[config.mk]
export PLATFORM = sky130hd
export DESIGN_NAME = reload_down_counter_timer_core
export DESIGN_NICKNAME = d
export VERILOG_FILES = /design/src/rtl/core/rdct_pkg.sv /design/src/rtl/core/reload_down_counter_timer_core.sv
export SDC_FILE = /design/constraint.sdc
export NUM_CORES = 1
export LEC_CHECK = 0
export ABC_AREA = 1
export BUFFER_PORTS_ARGS = -buffer_cell sky130_fd_sc_hd__buf_2
export CORE_ASPECT_RATIO = 0.8
export CORE_MARGIN = 3
export CORE_UTILIZATION = 51
export DETAILED_ROUTE_END_ITERATION = 12
export PLACE_DENSITY = 0.76
export SETUP_SLACK_MARGIN = 0.5
export SYNTH_ARGS = -nofsm -noshare
export SYNTH_HDL_FRONTEND = slang
export SYNTH_SLANG_ARGS = --single-unit
[constraint.sdc]
create_clock -name clk -period 2 [get_ports clk]
set_input_delay 0.2 -clock clk [delete_from_list [all_inputs] [get_ports clk]]
set_output_delay 0.2 -clock clk [all_outputs]
set_load 0.02 [all_outputs]
[src/rtl/core/rdct_pkg.sv]
// Shared constants, codes and a helper function of the reload down-counter timer.
package rdct_pkg;

  localparam int unsigned DATA_W      = 16;
  localparam int unsigned STATUS_W    = 8;
  localparam int unsigned OP_W        = 2;
  localparam int unsigned IDX_W       = 2;
  localparam int unsigned CFG_IDX_W   = 1;
  localparam int unsigned PSC_W       = 3;
  localparam int unsigned COUNT_BITS_DEF = 12;

  localparam logic [DATA_W-1:0] ZERO_VEC_RST  = 16'o0304;
  localparam logic [DATA_W-1:0] EVENT_VEC_RST = 16'o0310;
  localparam logic [DATA_W-1:0] READ_UNMAPPED = 16'hFFFF;

  localparam logic [OP_W-1:0] OP_TICK  = 2'd0;
  localparam logic [OP_W-1:0] OP_EVENT = 2'd1;
  localparam logic [OP_W-1:0] OP_READ  = 2'd2;
  localparam logic [OP_W-1:0] OP_WRITE = 2'd3;

  localparam logic [IDX_W-1:0] REG_STATUS  = 2'd0;
  localparam logic [IDX_W-1:0] REG_RLD_BUF = 2'd1;
  localparam logic [IDX_W-1:0] REG_COUNT   = 2'd2;

  localparam logic [CFG_IDX_W-1:0] CFG_ZERO_VEC  = 1'b0;
  localparam logic [CFG_IDX_W-1:0] CFG_EVENT_VEC = 1'b1;

  localparam int unsigned ST_RUN  = 0;
  localparam int unsigned ST_OVF  = 3;
  localparam int unsigned ST_EVIE = 4;
  localparam int unsigned ST_EV   = 5;
  localparam int unsigned ST_ZIE  = 6;
  localparam int unsigned ST_ZERO = 7;

  localparam logic [STATUS_W-1:0] ST_HW_MASK = 8'o0250;

  typedef logic [STATUS_W-1:0] status_t;

  function automatic logic [PSC_W:0] prescale_limit(input logic [1:0] sel);
    logic [PSC_W:0] lim;
    case (sel)
      2'd0:    lim = 4'd1;
      2'd1:    lim = 4'd2;
      2'd2:    lim = 4'd4;
      default: lim = 4'd8;
    endcase
    return lim;
  endfunction

endpackage

[src/rtl/core/reload_down_counter_timer_core.sv]
// Top level of the reload down-counter timer: state update and result register.
//
// The block takes one operation per input beat: a base tick, an event edge,
// a register read or a register write. Each accepted beat yields exactly one
// result beat with the read data, the interrupt vector offered after the
// operation and the run bit. The timer state is updated at the edge that
// accepts the input beat and the result is captured in the output register
// at the same edge. One beat is taken per cycle while the receiver keeps up.
// The output register is the only storage between the channels; a new input
// beat is accepted whenever the output register is empty or is being emptied
// in the same cycle. When the receiver stalls, the result is held and input
// stalls after one beat. The configuration channel writes the two interrupt
// vectors and is always ready; it is meant to be used while the block is
// idle. Synchronous reset clears the status, counter, reload and prescaler,
// loads the default vectors and empties the output register.
module reload_down_counter_timer_core
  import rdct_pkg::*;
#(
  parameter int unsigned COUNT_BITS = COUNT_BITS_DEF
) (
  input  logic                 clk,
  input  logic                 rst_n,
  input  logic                 in_valid,
  output logic                 in_ready,
  input  logic [OP_W-1:0]      in_operation,
  input  logic [IDX_W-1:0]     in_reg_index,
  input  logic [DATA_W-1:0]    in_write_data,
  input  logic                 in_event_enable,
  output logic                 out_valid,
  input  logic                 out_ready,
  output logic [DATA_W-1:0]    out_read_data,
  output logic [DATA_W-1:0]    out_irq_vector,
  output logic                 out_running,
  input  logic                 cfg_valid,
  output logic                 cfg_ready,
  input  logic [CFG_IDX_W-1:0] cfg_index,
  input  logic [DATA_W-1:0]    cfg_data
);

  status_t               status_r, status_nxt;
  logic [COUNT_BITS-1:0] reload_r, reload_nxt;
  logic [COUNT_BITS-1:0] count_r, count_nxt;
  logic [PSC_W-1:0]      psc_r, psc_nxt;
  logic [DATA_W-1:0]     zvec_r, evec_r;
  logic                  out_valid_r;
  logic [DATA_W-1:0]     out_rdata_r, out_irq_r;
  logic                  out_run_r;

  logic                  in_acc;
  logic [DATA_W-1:0]     rdata_nxt;
  logic [DATA_W-1:0]     irq_nxt;
  logic [PSC_W:0]        psc_inc;
  logic [COUNT_BITS-1:0] count_dec;

  assign in_ready  = ~out_valid_r | out_ready;
  assign in_acc    = in_valid & in_ready;
  assign cfg_ready = 1'b1;

  assign psc_inc   = {1'b0, psc_r} + {{PSC_W{1'b0}}, 1'b1};
  assign count_dec = count_r - {{(COUNT_BITS-1){1'b0}}, 1'b1};

  always_comb begin
    status_nxt = status_r;
    reload_nxt = reload_r;
    count_nxt  = count_r;
    psc_nxt    = psc_r;
    rdata_nxt  = '0;
    case (in_operation)
      OP_TICK: begin
        if (status_r[ST_RUN] && !status_r[ST_EV]) begin
          if (psc_inc >= prescale_limit(status_r[2:1])) begin
            psc_nxt = '0;
            if (count_dec == '0) begin
              if (status_r[ST_ZERO]) begin
                status_nxt[ST_OVF] = 1'b1;
              end
              status_nxt[ST_ZERO] = 1'b1;
              count_nxt = reload_r;
            end else begin
              count_nxt = count_dec;
            end
          end else begin
            psc_nxt = psc_inc[PSC_W-1:0];
          end
        end
      end
      OP_EVENT: begin
        if (in_event_enable) begin
          status_nxt[ST_EV] = 1'b1;
        end
      end
      OP_READ: begin
        case (in_reg_index)
          REG_STATUS: begin
            rdata_nxt = DATA_W'(status_r);
            status_nxt[ST_OVF] = 1'b0;
          end
          REG_COUNT: begin
            rdata_nxt = DATA_W'(count_r);
            if (status_r[ST_ZERO] || status_r[ST_EV]) begin
              status_nxt[ST_ZERO] = 1'b0;
              status_nxt[ST_EV]   = 1'b0;
              count_nxt = reload_r;
            end
          end
          default: begin
            rdata_nxt = READ_UNMAPPED;
          end
        endcase
      end
      default: begin
        case (in_reg_index)
          REG_STATUS: begin
            if (in_write_data[ST_RUN] && !status_r[ST_RUN]) begin
              count_nxt = reload_r;
            end
            status_nxt = (status_r & ST_HW_MASK) | (in_write_data[STATUS_W-1:0] & ~ST_HW_MASK);
            psc_nxt = '0;
          end
          REG_RLD_BUF: begin
            reload_nxt = in_write_data[COUNT_BITS-1:0];
            if (!status_r[ST_RUN]) begin
              count_nxt = in_write_data[COUNT_BITS-1:0];
            end
          end
          default: begin
          end
        endcase
      end
    endcase
  end

  always_comb begin
    if (status_nxt[ST_ZERO] && status_nxt[ST_ZIE]) begin
      irq_nxt = zvec_r;
    end else if (status_nxt[ST_EV] && status_nxt[ST_EVIE]) begin
      irq_nxt = evec_r;
    end else begin
      irq_nxt = '0;
    end
  end

  always_ff @(posedge clk) begin
    if (!rst_n) begin
      status_r    <= '0;
      reload_r    <= '0;
      count_r     <= '0;
      psc_r       <= '0;
      out_valid_r <= 1'b0;
    end else begin
      if (in_acc) begin
        status_r    <= status_nxt;
        reload_r    <= reload_nxt;
        count_r     <= count_nxt;
        psc_r       <= psc_nxt;
        out_valid_r <= 1'b1;
      end else if (out_ready) begin
        out_valid_r <= 1'b0;
      end
    end
  end

  always_ff @(posedge clk) begin
    if (!rst_n) begin
      zvec_r <= ZERO_VEC_RST;
      evec_r <= EVENT_VEC_RST;
    end else if (cfg_valid && cfg_ready) begin
      case (cfg_index)
        CFG_ZERO_VEC:  zvec_r <= cfg_data;
        CFG_EVENT_VEC: evec_r <= cfg_data;
        default: begin
        end
      endcase
    end
  end

  always_ff @(posedge clk) begin
    if (in_acc) begin
      out_rdata_r <= rdata_nxt;
      out_irq_r   <= irq_nxt;
      out_run_r   <= status_nxt[ST_RUN];
    end
  end

  assign out_valid      = out_valid_r;
  assign out_read_data  = out_rdata_r;
  assign out_irq_vector = out_irq_r;
  assign out_running    = out_run_r;

  a_accept_gives_beat: assert property (@(posedge clk) disable iff (!rst_n)
    in_acc |=> out_valid_r)
    else $error("accepted input did not produce a result beat");

  a_status_read_clears_ovf: assert property (@(posedge clk) disable iff (!rst_n)
    in_acc && in_operation == OP_READ && in_reg_index == REG_STATUS |=> !status_r[ST_OVF])
    else $error("status read left overflow set");

  a_event_holds_count: assert property (@(posedge clk) disable iff (!rst_n)
    in_acc && in_operation == OP_TICK && status_r[ST_EV] |=> $stable(count_r) && $stable(psc_r))
    else $error("tick advanced the counter while an event was pending");

  a_status_write_restarts_psc: assert property (@(posedge clk) disable iff (!rst_n)
    in_acc && in_operation == OP_WRITE && in_reg_index == REG_STATUS |=> psc_r == '0)
    else $error("status write did not restart the prescaler");

  a_no_accept_holds_state: assert property (@(posedge clk) disable iff (!rst_n)
    !in_acc |=> $stable(count_r) && $stable(status_r) && $stable(reload_r))
    else $error("timer state changed without an accepted beat");

endmodule

==> flow_summary.yaml <==
finish:
  seq_area_mm2: 0.002275
  antenna_cells: 0
  nFillCells: 732
  nets: 820
  fin_cells: 886
  areaGrowthSynthToFinish_pct: 29.23
  drive_above_1_share_pct: 29.96
  multi_input_area_mm2: 0.002599
critical_path:
  worst_setup_path_end_kind: "flip-flop"
  rr_startpoint: "psc_r[1]"
  arrival_ns: 2.33
  cp.required_ns: 2.10
  crit_start: "psc_r[1]"
  reg2regPathDepth: 14
  r2r-end: "out_irq_vector[10]"
  path_max_fanout: 8
  worst_setup_path_start_kind: "flip-flop"
  r2r_slack_ns: -0.23
  critPathKind: "reg -> reg"
drt:
  avgRoutedWirePerCell_um: 16.25
  wl_mm: 14.40
  antenna_left: 0
  first_pass_iters: 8
  drc: 0
  drt_iter0_drc: 508
  via_per_inst: 5.632
  num_vias: 4990
timing:
  setup_viol: 29
  hold_viol_final: 0
  setup_tns_ns: -4.646
  slew_viol_final: 0
  min_period_ns: 2.228
  period_share_pct: 111.4
  tightest_slew_ns: 0.8314
  fmax_ghz: 0.4489
  fin_ws_ns: -0.2275
  rsz0062_at_grt: "true"
  finClkSkew_ns: 0.008255
  relSlewSlack_pct: 44.57
synthesis:
  synth_top_cell_by_area: "dfxtp_1"
  yosysWarnings: 0
  synth.net_count: 717
  postSynthCellCount: 663
  avgSynthCellArea_um2: 7.502
  netlist.area_leader.share_pct: 27.37
  async_reset_ff_share_pct: 0
  synthTopCellsByArea: "dfxtp_1 27%, edfxtp_1 18%, nand2_1 9.9%"
  ys_types: 35
  synth_edf_count: 30
  synth_ff_type: "dfxtp_1"
  syn_area_mm2: 0.004974
  ys_ff_latch: 98
  synth.most_common_cell: "nand2_1"
  yosysSeqAreaShare_pct: 45.48
  synth_common_cells: "131 x nand2_1, 73 x nor2_1, 72 x inv_1, 72 x o21ai_0, 68 x dfxtp_1"
clock_network:
  cts-root-buf: "clkbuf_16"
  clkSinkCount: 98
  cts.clk_slew.worst_paths_ns: 0.07
  cts_buffer_depth: 2
  h-tree-depth: 3
  cts_hold_buffers: 0
  clock_latency_ns: 0.35
  cts_tree: "yes"
  cts_buffers: 9
power_and_ir_drop:
  ir_drop_mv: 0.4864
  powerDensity_mw_per_mm2: 781.2
  p_leak_uw: 0.002894
floorplan:
  start_util_pct: 53.65
  pin_count: 79
  die_height_um: 94.33
  num_rows: 31
  core_area_mm2: 0.009270
  dieArea_mm2: 0.01098
  die_w_um: 116.4
placement:
  finalWeightedCongestion: 0.9525
  post-place-ws_ns: -0.1948
  port_buffers: 73
  place_hpwl_mm: 9.586
  place_inst: 857
grt:
  grt_first_pass_wirelength_mm: 22.43
  grt_usage_pct: 26.27
  grt_pass1_vias: 4502
  overflow: 0
  grt_max_degree: 32
  antenna_found_initial: 0
hold_path:
  hold_end: "zvec_r[2]"
  hold_path.class: "in -> reg"
  min-delay-start: "cfg_data[2]"
  whs_path_depth: 3
flow_run:
  max_cap_violations: 0
run_status:
  failed_checks: "setup timing"
  outcome: "finished with violations"
==> flip-flops by register name, summed over array words and instances (netlist names), 3 cells and up <==
register and count:
count_r 12, evec_r 16, out_irq_vector 16, out_read_data 13, psc_r 3, reload_r 12
status_r 8, zvec_r 16
==> per-layer routing <==
metal | GRT usage, % | vias up | wire (um)
li1 | - | 2399 | -
met1 | 40.22 | 2309 | 6666
met2 | 36.38 | 262 | 6133
met3 | 7.727 | 20 | 1421
met4 | 5.507 | 0 | 175
met5 | 0 | - | 0
==> metrics by stage <==
step                      hold slack [ns]  power [uW]  cell area (um2)  util, %
after floorplan                    0.3263        2841             5100        -
after global placement             0.4274        3131             5717    61.67
after detailed placement           0.4348        3150             5717    61.67
after CTS                         0.07069        5005             6310    68.07
after global routing              0.08175        5241             6427    69.33
final                             0.07591        5021             6427    69.33
==> kinds of logic (layout without fill, tap and decap cells) <==
logic type	Yosys count	in the layout	synth area share (%)
simple gates	286	287	25.11
buf+inv	108	215	8.830
other cells	1	1	0.07540
xor+xnor	2	2	0.3523
flops	98	98	45.48
compound gates	157	157	17.38
fa+ha+maj	11	11	2.767
==> placed cells by master (no fill, tap or decap), drive strengths merged, types with 3 or more instances in the layout <==
master / instances
o21ai: 74
nand3: 58
nand2: 137
a211oi: 7
buf: 124
o21bai: 4
edfxtp: 30
nor3: 3
ha: 11
a221oi: 7
nand4: 5
dfxtp: 68
o211ai: 3
a21oi: 58
nor2: 82
clkbuf: 10
inv: 76
==> report_power, final <==
part / switching [uW] / internal, uW
logic: 631 / 375
clock network: 780 / 1020
registers: 61.6 / 2160
==> final cells by class <==
cell class                 count  share of cell area (%)
multi-input combinational    458                   40.43
clock inverter                 6                   1.090
sequential                    98                   35.39
clock buffer                  10                   3.718
inverter                      75                   4.516
tap                          115                   2.239
timing repair buffer         124                   12.61
==> how the worst max path moves through the flow <==
stage	end	cells after the start
detailed placement	out_irq_vector[12]	14
finish	out_irq_vector[10]	14
CTS	out_irq_vector[12]	14
global placement	out_irq_vector[12]	14
floorplan	out_irq_vector[10]	15
global route	out_irq_vector[13]	14
==> critical path, stage by stage (launching register included) <==
cell and delay, ns:
dfxtp_4 0.36, ha_4 0.16, xor2_2 0.15, ha_1 0.30, nand2_1 0.07, inv_2 0.07, o21ai_2 0.06, nand3_2 0.11
nand2_2 0.07, inv_4 0.08, nand4_4 0.11, nand2_8 0.17, nand2_8 0.12, nand2_2 0.09, nand2_1 0.05
==> what timing repair did <==
item                                   in CTS  in global routing
setup endpoints to repair                  33                 33
gates cloned                                2                  0
pin swaps                                  18                 19
setup buffers                               8                  3
endpoints found under the hold margin       0                  0
resized for setup                          45                 31
Power figures use the tool's default switching activity.
